$ cat src/sv/kmds_pkg.sv
`default_nettype none

package kmds_pkg;

  // Default matrix geometry.
  localparam int ROWS_DEFAULT = 6;
  localparam int COLS_DEFAULT = 17;

  // Field widths of the item and result channels.
  localparam int COLUMN_W  = 5;
  localparam int SENSE_W   = 6;
  localparam int STABLE_W  = 6;
  localparam int PRESSED_W = 7;
  localparam int SCANS_W   = 8;

  // Debounce setting after reset, also the counter's reset value.
  localparam logic [SCANS_W-1:0] SCANS_RESET = 8'd5;

  // Largest value the pressed-key count field can carry.
  localparam logic [PRESSED_W-1:0] PRESSED_MAX = 7'd127;

  // What one row lane reports to the merging stage for the current item.
  typedef struct packed {
    logic diff;        // sensed bit differs from the raw store (gated by update)
    logic cur;         // sensed bit for this row
    logic prev;        // raw store bit before this item
    logic stable_bit;  // stable store bit before this item
  } lane_status_t;

endpackage

`default_nettype wire

$ cat src/sv/kmds_lane.sv
`default_nettype none

module kmds_lane #(
  parameter int COLS = kmds_pkg::COLS_DEFAULT,
  localparam int CIW = (COLS > 1) ? $clog2(COLS) : 1
) (
  input  wire                       clk,
  input  wire                       rst,
  input  wire                       en,
  input  wire  [CIW-1:0]            col_idx,
  input  wire                       sense_bit,
  input  wire                       commit,
  output kmds_pkg::lane_status_t    status
);

  // One row of the raw and stable key stores, bit c is column c.
  logic [COLS-1:0] raw_row;
  logic [COLS-1:0] stable_row;
  logic [COLS-1:0] raw_row_next;
  logic            raw_bit;

  // Compare the sensed bit with the stored raw bit of the strobed column.
  always_comb begin
    raw_bit      = raw_row[col_idx];
    raw_row_next = raw_row;
    if (en) begin
      raw_row_next[col_idx] = sense_bit;
    end
    status.diff       = en & (raw_bit != sense_bit);
    status.cur        = sense_bit;
    status.prev       = raw_bit;
    status.stable_bit = stable_row[col_idx];
  end

  // Raw store follows every in-range item; the stable store takes the raw row on commit.
  always_ff @(posedge clk) begin
    if (rst) begin
      raw_row    <= '0;
      stable_row <= '0;
    end else begin
      raw_row <= raw_row_next;
      if (commit) begin
        stable_row <= raw_row_next;
      end
    end
  end

endmodule

`default_nettype wire

$ cat src/sv/kmds_merge.sv
`default_nettype none

module kmds_merge #(
  parameter int ROWS = kmds_pkg::ROWS_DEFAULT,
  parameter int COLS = kmds_pkg::COLS_DEFAULT,
  localparam int CNT_W = $clog2(ROWS * COLS + 1)
) (
  input  wire                                   clk,
  input  wire                                   rst,
  input  wire                                   fire,
  input  wire                                   in_range,
  input  wire                                   is_last,
  input  kmds_pkg::lane_status_t [ROWS-1:0]     lane_st,
  input  wire                                   cfg_we,
  input  wire  [kmds_pkg::SCANS_W-1:0]          cfg_wdata,
  input  wire                                   result_stall,
  output logic                                  commit,
  output logic                                  item_stall,
  output logic                                  result_valid,
  output logic [kmds_pkg::STABLE_W-1:0]         stable_column_bits,
  output logic                                  committed,
  output logic                                  settled,
  output logic [kmds_pkg::PRESSED_W-1:0]        pressed_count
);

  logic [kmds_pkg::SCANS_W-1:0]   debounce_scans;
  logic [kmds_pkg::SCANS_W-1:0]   debounce_count;
  logic [kmds_pkg::SCANS_W-1:0]   debounce_count_next;
  logic [kmds_pkg::SCANS_W-1:0]   count_mid;
  logic [CNT_W-1:0]               raw_count;
  logic [CNT_W-1:0]               raw_count_next;
  logic [CNT_W-1:0]               stable_count;
  logic [CNT_W-1:0]               stable_count_next;
  logic [CNT_W-1:0]               cur_ones;
  logic [CNT_W-1:0]               prev_ones;
  logic [kmds_pkg::STABLE_W-1:0]  col_bits;
  logic [kmds_pkg::PRESSED_W-1:0] pressed_sat;
  logic                           any_diff;
  logic                           update;
  logic                           dec;

  // A full output register holds off new items only while it is stalled.
  assign item_stall = result_valid & result_stall;
  assign update     = fire & in_range;

  // Merge what the lanes found: any change, and ones counts for the raw tally.
  always_comb begin
    any_diff  = 1'b0;
    cur_ones  = '0;
    prev_ones = '0;
    for (int r = 0; r < ROWS; r++) begin
      any_diff  = any_diff | lane_st[r].diff;
      cur_ones  = cur_ones + CNT_W'(lane_st[r].cur);
      prev_ones = prev_ones + CNT_W'(lane_st[r].prev);
    end
  end

  // Shared debounce counter: reload on change, count down after the last column.
  always_comb begin
    count_mid           = any_diff ? debounce_scans : debounce_count;
    dec                 = update & is_last & (count_mid != '0);
    debounce_count_next = dec ? count_mid - 1'b1 : count_mid;
    commit              = dec & (count_mid == kmds_pkg::SCANS_W'(1));
  end

  // Key tallies: the raw count tracks each item, the stable count copies it on commit.
  always_comb begin
    raw_count_next    = update ? raw_count + cur_ones - prev_ones : raw_count;
    stable_count_next = commit ? raw_count_next : stable_count;
    if (stable_count_next > CNT_W'(kmds_pkg::PRESSED_MAX)) begin
      pressed_sat = kmds_pkg::PRESSED_MAX;
    end else begin
      pressed_sat = kmds_pkg::PRESSED_W'(stable_count_next);
    end
  end

  // Stable bits of the strobed column after this item, rows that fit the field.
  always_comb begin
    col_bits = '0;
    for (int b = 0; b < kmds_pkg::STABLE_W; b++) begin
      if (b < ROWS) begin
        col_bits[b] = in_range & (commit ? lane_st[b].cur : lane_st[b].stable_bit);
      end
    end
  end

  // Control state and configuration register.
  always_ff @(posedge clk) begin
    if (rst) begin
      debounce_scans <= kmds_pkg::SCANS_RESET;
      debounce_count <= kmds_pkg::SCANS_RESET;
      raw_count      <= '0;
      stable_count   <= '0;
      result_valid   <= 1'b0;
    end else begin
      if (cfg_we) begin
        debounce_scans <= cfg_wdata;
      end
      if (fire) begin
        debounce_count <= debounce_count_next;
      end
      raw_count    <= raw_count_next;
      stable_count <= stable_count_next;
      result_valid <= fire | (result_valid & result_stall);
    end
  end

  // Output register for the result item.
  always_ff @(posedge clk) begin
    if (fire) begin
      stable_column_bits <= col_bits;
      committed          <= commit;
      settled            <= (debounce_count_next == '0);
      pressed_count      <= pressed_sat;
    end
  end

endmodule

`default_nettype wire

$ cat src/sv/key_matrix_debounce_scanner.sv
// Key matrix scanner with one shared debounce counter. Each item carries the
// row-sense bits of one strobed column (sense bit ROWS-1-r is row r) and yields
// one result: the debounced key bits of that column, a commit flag, a settled
// flag and the number of pressed keys in the debounced store. One row lane per
// matrix row compares and updates its row of the raw store in parallel, so an
// item is accepted every clock cycle and its result appears in the next cycle
// in the output register; the block stops taking items only while that register
// is full and stalled. After the item for the last column the counter counts
// down, and when it reaches zero the raw store becomes the debounced store.
// The debounce setting is written through cfg_we/cfg_wdata while idle and must
// be at least 1. Items with a column index of COLS or more change nothing and
// report zero key bits.
`default_nettype none

module key_matrix_debounce_scanner #(
  parameter int ROWS = kmds_pkg::ROWS_DEFAULT,
  parameter int COLS = kmds_pkg::COLS_DEFAULT
) (
  input  wire                                 clk,
  input  wire                                 rst,
  input  wire                                 item_valid,
  output logic                                item_stall,
  input  wire  [kmds_pkg::COLUMN_W-1:0]       column,
  input  wire  [kmds_pkg::SENSE_W-1:0]        row_sense,
  input  wire                                 cfg_we,
  input  wire  [kmds_pkg::SCANS_W-1:0]        cfg_wdata,
  output logic                                result_valid,
  input  wire                                 result_stall,
  output logic [kmds_pkg::STABLE_W-1:0]       stable_column_bits,
  output logic                                committed,
  output logic                                settled,
  output logic [kmds_pkg::PRESSED_W-1:0]      pressed_count
);

  localparam int CIW = (COLS > 1) ? $clog2(COLS) : 1;

  kmds_pkg::lane_status_t [ROWS-1:0] lane_st;
  logic                              fire;
  logic                              in_range;
  logic                              is_last;
  logic                              update;
  logic                              commit;
  logic [CIW-1:0]                    col_idx;

  // Decode the item's column.
  assign fire     = item_valid & ~item_stall;
  assign in_range = (32'(column) < 32'(COLS));
  assign is_last  = (32'(column) == 32'(COLS - 1));
  assign update   = fire & in_range;
  assign col_idx  = column[CIW-1:0];

  // One lane per row; sense bits beyond the field read as not pressed.
  for (genvar r = 0; r < ROWS; r++) begin : g_lane
    localparam int SI = ROWS - 1 - r;
    logic sense_bit;

    if (SI < kmds_pkg::SENSE_W) begin : g_bit
      assign sense_bit = row_sense[SI];
    end else begin : g_zero
      assign sense_bit = 1'b0;
    end

    kmds_lane #(
      .COLS(COLS)
    ) u_lane (
      .clk      (clk),
      .rst      (rst),
      .en       (update),
      .col_idx  (col_idx),
      .sense_bit(sense_bit),
      .commit   (commit),
      .status   (lane_st[r])
    );
  end

  // Counter, tallies and output register.
  kmds_merge #(
    .ROWS(ROWS),
    .COLS(COLS)
  ) u_merge (
    .clk               (clk),
    .rst               (rst),
    .fire              (fire),
    .in_range          (in_range),
    .is_last           (is_last),
    .lane_st           (lane_st),
    .cfg_we            (cfg_we),
    .cfg_wdata         (cfg_wdata),
    .result_stall      (result_stall),
    .commit            (commit),
    .item_stall        (item_stall),
    .result_valid      (result_valid),
    .stable_column_bits(stable_column_bits),
    .committed         (committed),
    .settled           (settled),
    .pressed_count     (pressed_count)
  );

endmodule

`default_nettype wire

$ cat config.mk
export PLATFORM = sky130hd
export DESIGN_NAME = key_matrix_debounce_scanner
export DESIGN_NICKNAME = d
export VERILOG_FILES = /design/src/sv/kmds_pkg.sv /design/src/sv/kmds_lane.sv /design/src/sv/kmds_merge.sv /design/src/sv/key_matrix_debounce_scanner.sv
export SDC_FILE = /design/constraint.sdc
export NUM_CORES = 1
export LEC_CHECK = 0
export ABC_CLOCK_PERIOD_IN_PS = 7800
export BUFFER_PORTS_ARGS = -buffer_cell sky130_fd_sc_hd__buf_4
export CORE_MARGIN = 1.5
export CORE_UTILIZATION = 60
export CTS_CLUSTER_SIZE = 30
export DETAILED_ROUTE_END_ITERATION = 16
export MAX_ROUTING_LAYER = met4
export PLACE_DENSITY = 0.86
export SYNTH_ARGS = -nofsm -noshare
export SYNTH_HDL_FRONTEND = slang
export SYNTH_SLANG_ARGS = --single-unit
export TNS_END_PERCENT = 10
$ cat constraint.sdc
create_clock -name clk -period 7.8 [get_ports clk]
set_input_delay 1.56 -clock clk [delete_from_list [all_inputs] [get_ports clk]]
set_output_delay 1.56 -clock clk [all_outputs]
set_load 0.05 [all_outputs]
==> results_dict.tcl, run 1 <==
set metrics [dict create \
    p_switching_uw 768 \
    tns_ns 0 \
    dp.cells 1451 \
    syn_avg_cell_area_um2 9.70 \
    final_layout_size_suffix_gt1_frac 0.132 \
    core_region_area_um2 19300 \
    yosys.area.top_type_share 0.399 \
    clock_path_buffers 3 \
    grt_usage 0.318 \
    combPwrFrac 0.134 \
    cts_tree "built" \
    fillCellCount 1459 \
    cts_buffers 26 \
    antenna_left 0 \
    period_share 0.923 \
    io_pins 41 \
    nNetsFinal 1262 \
    power_per_cell_area_nw_per_um2 229 \
    initial_core_util 0.609 \
    io_buffers 40 \
    final_cell_mix "235 x dfxtp_1, 170 x a21oi_1, 164 x nor2_1, 117 x mux2i_1, 103 x a211oi_1" \
    seq_area_frac_synth 0.437 \
    switching_share 0.257 \
    die_height_um 143 \
    relSlewSlack 0.225 \
    p_int_mw 2.22 \
    required_ns 8.07 \
    grt_pass1_wl_um 49600 \
    antenna_found_initial 1 \
    critPathSlowestCell "mux4_2" \
    clk_latency_ns 0.54 \
    cp-start-kind "input pin" \
    path_cells "buf_4 -> mux4_2 -> mux2i_1 -> o2bb2ai_1 -> or2_2 -> ha_1 -> fa_1 -> inv_1 -> fa_1 -> inv_1 -> fa_1 -> inv_1 -> fa_1 -> ha_1 -> fa_1 -> a21o_1 -> a21o_1 -> a21o_1 -> a21oi_1 -> xnor2_1 -> nand2_1 -> xnor2_1 -> nor3_1 -> nor2_1" \
    grt-ovfl-total 0 \
    cts_resized 0 \
    totalWireLength_um 31600 \
    synthFlopType "dfxtp_1" \
    fin_skew_ns 0.0199 \
    slowest_delay_ns 0.55 \
    num_rows 51 \
    ys_warn_count 0 \
    chipWidth_um 143 \
    syn_inst 1215 \
    p_clk_frac 0.421 \
    place.gp.congestion 0.967 \
    maxCapViolations 0 \
    worst_pin_slew_ns 1.16 \
    end_kind "flip-flop" \
    cts_setup_buffers 0 \
    yosysTopAreaCell "dfxtp_1" \
    instances_no_fill 1499 \
    remaining_drc_errors 0 \
    route.vias.total 9689 \
    fmax_mhz 139 \
    ys_types 61 \
    fp.dieArea_um2 20500 \
    synth-seq-cells 250 \
    cts_sinks 250 \
    final-hold-violation-count 0 \
    postCtsHoldBufs 0 \
    synth_area_leaders "dfxtp_1 40%, mux2i_1 10%, a21oi_1 7.2%" \
    wl_per_cell_um 21.0 \
    finalSetupViolations 0 \
    min_path_type "flip-flop to flip-flop" \
    p_leak_nw 4.78 \
    h-tree-depth 1 \
    seqPwrFrac 0.446 \
    drv_slew 0 \
    async_flop_share 0 \
    grt_pass1_vias 9106 \
    grt_start_max_net_pins 123 \
    synth_edf_count 15 \
    layout_commonest_cell "dfxtp_1" \
    crit_arrival_ns 7.47 \
    synth_nets 1263 \
    rsz0062_at_grt "no" \
    vdd_ir_drop_max_mv 0.172 \
    area_growth_pct 10.9 \
    critical_path_class "input pin to flip-flop" \
    hpwl_um 20900 \
    status "completed" \
    worst_path_most_repeated_cell "fa_1" \
    cp_max_fo 15 \
    synth_area_um2 11800 \
    first_iter_violations 1043 \
    period_minus_slack_ns 7.20 \
    first_pass_iters 5 \
    cts-root-buf "clkbuf_16" \
    via_per_inst 6.46 \
    crit_family "adder cells" \
    path_clk_slew_ns 0.06 \
    worst-path-buf-inv 4 \
]
## area by class of cell
class / instances / area [um2] / area share
diodes: 1 / 2.50 / 0.000191
repair buffers: 66 / 549 / 0.0420
inverters: 29 / 109 / 0.00833
clock inverters: 8 / 108 / 0.00823
clock buffers: 39 / 771 / 0.0590
well taps: 265 / 332 / 0.0254
multi-input cells: 841 / 6050 / 0.463
flip-flops and latches: 250 / 5150 / 0.394
## sequential cells by signal (all words and copies together), names as in the netlist
signal                      flops
u_merge.committed               1
u_merge.settled                 1
u_merge.stable_column_bits      6
g_lane.u_lane.raw_row         102
u_merge.debounce_scans          8
u_merge.pressed_count           7
u_merge.raw_count               7
u_merge.stable_count            7
u_merge.result_valid            1
g_lane.u_lane.stable_row      102
u_merge.debounce_count          8
## power by group through the flow
stage / registers [mW] / logic (mW) / clock network, mW
2_1_floorplan: 1.37 / 0.291 / 0
4_1_cts: 1.33 / 0.398 / 1.27
3_3_place_gp: 1.36 / 0.378 / 0
5_1_grt: 1.33 / 0.442 / 1.32
6_report: 1.33 / 0.400 / 1.26
3_5_place_dp: 1.36 / 0.394 / 0
## tightest hold or removal path, stage by stage, from the launching register on
cell	delay (ns)
dfxtp_1	0.32
nand2_1	0.06
a21oi_1	0.06
## per-layer routing
| layer | track usage | part of all wire | routed length [um] | vias up |
|---|---|---|---|---|
| met2 | 0.488 | 0.47 | 14800 | 482 |
| met3 | 0.0510 | 0.089 | 2820 | 76 |
| met4 | 0.0988 | 0.024 | 756 | 0 |
| met5 | - | 0 | 0 | - |
| li1 | - | - | - | 4398 |
| met1 | 0.432 | 0.42 | 13200 | 4733 |
## final timing paths
kind | startpoint | to | depth (start not counted) | slack (ns)
min reg2reg | g_lane[0].u_lane.raw_row[16]$_SDFF_PP0_ | g_lane[0].u_lane.raw_row[16]$_SDFF_PP0_ | 2 | 0.48
min | g_lane[0].u_lane.raw_row[16]$_SDFF_PP0_ | g_lane[0].u_lane.raw_row[16]$_SDFF_PP0_ | 2 | 0.48
max reg2reg | g_lane[1].u_lane.raw_row[6]$_SDFF_PP0_ | u_merge.pressed_count[6]$_SDFFCE_PN1P_ | 23 | 1.65
max | column[0] | u_merge.pressed_count[6]$_SDFFCE_PN1P_ | 24 | 0.60
## cell usage after synthesis (4+ instances only)
master    count
nand2b_1      5
nor2b_1      11
a22o_1        5
mux4_2       36
a21oi_1     170
buf_2        14
or2_2         5
dfxtp_1     235
xnor2_1       5
nand3_1      12
or3_1         4
o22ai_1       5
nor3_1       18
o21ai_0      23
mux2i_1     118
clkbuf_1     59
nor2_1      164
edfxtp_1     15
nand2_1      51
a21o_1        6
a31oi_1       4
buf_1         4
nor3b_1       4
inv_1        26
nor4_1        4
nand3b_1      4
and2_1        6
xor2_1        9
a22oi_1       8
buf_6        13
fa_1          9
ha_1         15
a211oi_1    103
buf_4         5
## through the flow
stage	instance area, um2	worst slack [ns]	util	power, mW	hold WS, ns
after global routing	13100	0.356	0.676	3.09	0.495
final	13100	0.597	0.676	2.99	0.475
after global placement	12200	0.198	0.631	1.74	0.437
after detailed placement	12200	0.108	0.631	1.75	0.451
after floorplan	11800	0.467	-	1.66	0.432
after CTS	13100	0.630	0.676	3.00	0.475
## cells by family after synthesis
kind of cell,share of synthesized area
compound gates,0.184
xor+xnor,0.0104
fa+ha+maj,0.0312
buf+inv,0.0509
flops,0.437
mux,0.173
simple gates,0.113
Power figures use the tool's default switching activity.
==> inputs of run 2 (changes only) <==
--- a/config.mk
+++ b/config.mk
@@ -5,6 +5,7 @@
 export SDC_FILE = /design/constraint.sdc
 export NUM_CORES = 1
 export LEC_CHECK = 0
+export ABC_AREA = 1
 export ABC_CLOCK_PERIOD_IN_PS = 7800
 export BUFFER_PORTS_ARGS = -buffer_cell sky130_fd_sc_hd__buf_4
 export CORE_MARGIN = 1.5
==> results_dict.tcl, run 2 <==
set metrics [dict create \
    cts_tree "built" \
    cts-root-buf "clkbuf_16" \
    grt_pass1_vias 10393 \
    synthFlopType "dfxtp_1" \
    netlist_top_cells_count "447 x nand2_1, 240 x nor2_1, 235 x dfxtp_1" \
    fin_util 0.664 \
    totalWireLength_um 33300 \
    relSlewSlack 0.366 \
    antenna_cells 0 \
    syn_avg_cell_area_um2 7.11 \
    vdd_ir_drop_max_mv 0.179 \
    synth_area_leaders "dfxtp_1 39%, nand2_1 14%, a21oi_1 7.7%" \
    io_pins 41 \
    yosysMostFrequentCell "nand2_1" \
    fmax_mhz 145 \
    antenna_found_initial 0 \
    async_flop_share 0 \
    path_clk_slew_ns 0.06 \
    p_leak_nw 5.81 \
    synth_area_um2 12200 \
    cts_buffers 26 \
    seq_area_frac_synth 0.422 \
    synth_nets 1766 \
    slowest_delay_ns 0.50 \
    ys_types 43 \
    synth_edf_count 15 \
    num_rows 52 \
    final-hold-violation-count 0 \
    clock_path_buffers 3 \
    worst_path_most_repeated_cell "nor2_1" \
    fp.dieArea_um2 21200 \
    critPathSlowestCell "fa_1" \
    nNetsFinal 1748 \
    via_per_inst 5.61 \
    chipWidth_um 146 \
    end_kind "flip-flop" \
    ff2ff_setup_slack_ns 2.18 \
    final_layout_size_suffix_gt1_frac 0.135 \
    antenna_left 0 \
    dp.cells 1942 \
    synth-seq-cells 250 \
    die_height_um 146 \
    core_region_area_um2 20100 \
    first_iter_violations 1108 \
    hold_ws_ns 0.449 \
    cts_sinks 250 \
    cp-start-kind "input pin" \
    power_per_cell_area_nw_per_um2 221 \
    status "completed" \
    worst_pin_slew_ns 0.951 \
    fillCellCount 1705 \
    period_share 0.887 \
    placed_area_um2 12400 \
    route.vias.total 11155 \
    finalSetupViolations 0 \
    min_path_type "flip-flop to flip-flop" \
    cp_max_fo 26 \
    grt_usage 0.318 \
    syn_inst 1718 \
    hpwl_um 22200 \
    postCtsHoldBufs 0 \
    crit_arrival_ns 7.20 \
    dp_slack_ns 0.418 \
    clk_latency_ns 0.53 \
    initial_core_util 0.608 \
    grt-ovfl-total 0 \
    first_pass_iters 8 \
    ys_warn_count 0 \
    instances_no_fill 1990 \
    maxCapViolations 0 \
    reg_top3 "g_lane.u_lane.raw_row: 102 flops, g_lane.u_lane.stable_row: 102 flops" \
    area_growth_pct 9.31 \
    required_ns 8.08 \
    yosysTopAreaCell "dfxtp_1" \
    place.gp.congestion 0.971 \
    power_mw 2.95 \
    critical_path_class "input pin to flip-flop" \
    fin_area_um2 13400 \
    rsz0062_at_grt "no" \
    h-tree-depth 1 \
    fin_skew_ns 0.0104 \
    yosys.area.top_type_share 0.385 \
    final_cell_mix "447 x nand2_1, 240 x nor2_1, 235 x dfxtp_1, 189 x a21oi_1, 141 x inv_1" \
    grt_pass1_wl_um 52700 \
    remaining_drc_errors 0 \
    layout_commonest_cell "nand2_1" \
    drv_slew 0 \
    grt_start_max_net_pins 170 \
    tns_ns 0 \
    wl_per_cell_um 16.7 \
    period_minus_slack_ns 6.92 \
    io_buffers 40 \
    cts_setup_buffers 0 \
    setup_slack_ns 0.880 \
    cts_resized 0 \
]
run 2: metal layers:
metal  share of wire  global-route usage  vias up
met5               0                   -        -
met1            0.41               0.384     5158
met4           0.049               0.154        0
met2            0.47               0.525      464
met3           0.070              0.0439      120
li1                -                   -     5413
run 2: layout make-up:
type,instances,area [um2],share of cell area
clock buffers,34,762,0.0571
clock inverters,14,171,0.0128
inverters,154,581,0.0435
multi-input cells,1213,5930,0.444
flip-flops and latches,250,5150,0.386
well taps,270,338,0.0253
repair buffers,55,417,0.0312
run 2: power by group:
group          switching (mW)  leakage [nW]  internal, mW  total (mW)
Combinational           0.213          3.30        0.0935       0.306
Sequential            0.00749          2.05          1.31        1.31
Clock                   0.512         0.467         0.817        1.33
Total                   0.732          5.81          2.22        2.95
run 2: cell families after synthesis:
family          Yosys count  synth area share
flops                   250             0.422
buf+inv                 255            0.0933
fa+ha+maj                24            0.0301
simple gates            831             0.289
xor+xnor                  8           0.00574
compound gates          350             0.160
run 2: worst paths after layout:
check	startpoint	end	cells past startpoint
setup / recovery	column[1]	u_merge.pressed_count[6]$_SDFFCE_PN1P_	32
hold / removal	g_lane[5].u_lane.stable_row[16]$_SDFFE_PP0P_	g_lane[5].u_lane.stable_row[16]$_SDFFE_PP0P_	2
setup reg to reg	g_lane[1].u_lane.raw_row[5]$_SDFF_PP0_	u_merge.pressed_count[6]$_SDFFCE_PN1P_	32
hold reg to reg	g_lane[5].u_lane.stable_row[16]$_SDFFE_PP0P_	g_lane[5].u_lane.stable_row[16]$_SDFFE_PP0P_	2
run 2: critical path: cells and delay by family:
kind / cells / cell delay [ns]
compound gates: 3 / 0.48
xor+xnor: 1 / 0.18
simple gates: 13 / 1.19
fa+ha+maj: 7 / 2.85
buf+inv: 8 / 0.92
==> inputs of run 3 (changes only) <==
==> constraint.sdc (replaced) <==
create_clock -name clk -period 7.8 [get_ports clk]
set_input_delay 1.17 -clock clk [delete_from_list [all_inputs] [get_ports clk]]
set_output_delay 1.17 -clock clk [all_outputs]
set_load 0.05 [all_outputs]
==> results_dict.tcl, run 3 (same netlist as run 2, synthesis figures left out) <==
set metrics [dict create \
    cts_buffers 25 \
    cts-root-buf "clkbuf_16" \
    grt_start_max_net_pins 141 \
    cp-start-kind "input pin" \
    clk_latency_ns 0.54 \
    num_rows 52 \
    io_pins 41 \
    first_pass_iters 6 \
    route.vias.total 11180 \
    final_cell_mix "447 x nand2_1, 240 x nor2_1, 235 x dfxtp_1, 189 x a21oi_1, 141 x inv_1" \
    layout_commonest_cell "nand2_1" \
    final_layout_size_suffix_gt1_frac 0.129 \
    path_clk_slew_ns 0.06 \
    fillCellCount 1699 \
    area_growth_pct 8.20 \
    register_area_um2 5150 \
    antenna_left 0 \
    fin_skew_ns 0.0199 \
    dp_slack_ns 0.752 \
    chipWidth_um 146 \
    status "completed" \
    fin_util 0.658 \
    rsz0062_at_grt "no" \
    vdd_ir_drop_max_mv 0.146 \
    core_region_area_um2 20100 \
    first_iter_violations 1252 \
    cts_sinks 250 \
    crit_arrival_ns 6.90 \
    via_per_inst 5.64 \
    remaining_drc_errors 0 \
    grt_pass1_vias 10659 \
    cts_setup_buffers 0 \
    grt_pass1_wl_um 53500 \
    nNetsFinal 1743 \
    p_leak_nw 5.73 \
    die_height_um 146 \
    end_kind "flip-flop" \
    critical_path_class "input pin to flip-flop" \
    cp_max_fo 42 \
    fin_area_um2 13200 \
    grt-ovfl-total 0 \
    maxCapViolations 0 \
    placed_area_um2 12400 \
    initial_core_util 0.608 \
    h-tree-depth 1 \
    grt_usage 0.319 \
    period_share 0.848 \
    slowest_delay_ns 0.51 \
    setup_slack_ns 1.19 \
    hpwl_um 21500 \
    io_buffers 40 \
    postCtsHoldBufs 0 \
    required_ns 8.09 \
    place.gp.congestion 0.985 \
    final-hold-violation-count 0 \
    antenna_found_initial 0 \
    worst_path_most_repeated_cell "nand2_1" \
    cts_resized 0 \
    reg_top3 "g_lane.u_lane.raw_row: 102 flops, g_lane.u_lane.stable_row: 102 flops" \
    finalSetupViolations 0 \
    totalWireLength_um 32600 \
    tns_ns 0 \
    power_per_cell_area_nw_per_um2 216 \
    hold_ws_ns 0.451 \
    worst_pin_slew_ns 1.17 \
    min_path_type "flip-flop to flip-flop" \
    wl_per_cell_um 16.5 \
    fp.dieArea_um2 21200 \
    multi_input_area_um2 5930 \
    antenna_cells 0 \
    cts_tree "built" \
    relSlewSlack 0.215 \
    drv_slew 0 \
    fmax_mhz 151 \
    period_minus_slack_ns 6.61 \
    clock_path_buffers 3 \
    critPathSlowestCell "fa_1" \
]
run 3: cell count changes in the layout (fill, tap and decap cells not counted), sizes merged:
cell and delta:
clkinvlp +1, clkinv -5, clkbuf +1, bufinv -1
buf -4
run 3: stage by stage:
step	total power, mW	std cells
3_3_place_gp	1.63	1938
2_1_floorplan	1.56	1718
5_1_grt	2.95	1982
3_5_place_dp	1.64	1938
4_1_cts	2.85	1982
6_report	2.85	1982
run 3: path summary, 6_finish.rpt:
check	start	to	slack (ns)	depth (start not counted)
min	g_lane[3].u_lane.stable_row[7]$_SDFFE_PP0P_	g_lane[3].u_lane.stable_row[7]$_SDFFE_PP0P_	0.45	2
max reg2reg	g_lane[0].u_lane.raw_row[5]$_SDFF_PP0_	u_merge.pressed_count[6]$_SDFFCE_PN1P_	2.08	32
min reg2reg	g_lane[3].u_lane.stable_row[7]$_SDFFE_PP0P_	g_lane[3].u_lane.stable_row[7]$_SDFFE_PP0P_	0.45	2
max	column[0]	u_merge.pressed_count[6]$_SDFFCE_PN1P_	1.19	34
run 3: layout make-up:
class                           instances  area share
Clock inverter                          9     0.00947
Sequential cell                       250       0.390
Multi-Input combinational cell       1213       0.449
Inverter                              154      0.0439
Clock buffer                           35      0.0532
Tap cell                              270      0.0256
Timing Repair Buffer                   51      0.0292
run 3: critical path: cells and delay by family:
family / cells / cell delay, ns
AND/OR/NAND/NOR: 15 / 1.17
adder cells (fa/ha/maj): 7 / 2.81
AO/OA/AOI/OAI: 3 / 0.48
buffers and inverters: 8 / 1.06
XOR/XNOR: 1 / 0.18
run 3: routing by layer:
layer  up-vias  track usage  part of all wire  routed length [um]
met5         -            -                 0                   0
met4         0        0.131             0.042                1370
met3       121       0.0505             0.095                3100
met2       558        0.518              0.46               15200
met1      5105        0.399              0.40               13000
li1       5396            -                 -                   -
run 3: where the power goes:
group	leakage, nW	switching, mW	internal [mW]
clock	0.402	0.506	0.725
sequential	2.05	0.00737	1.31
combinational	3.28	0.212	0.0939
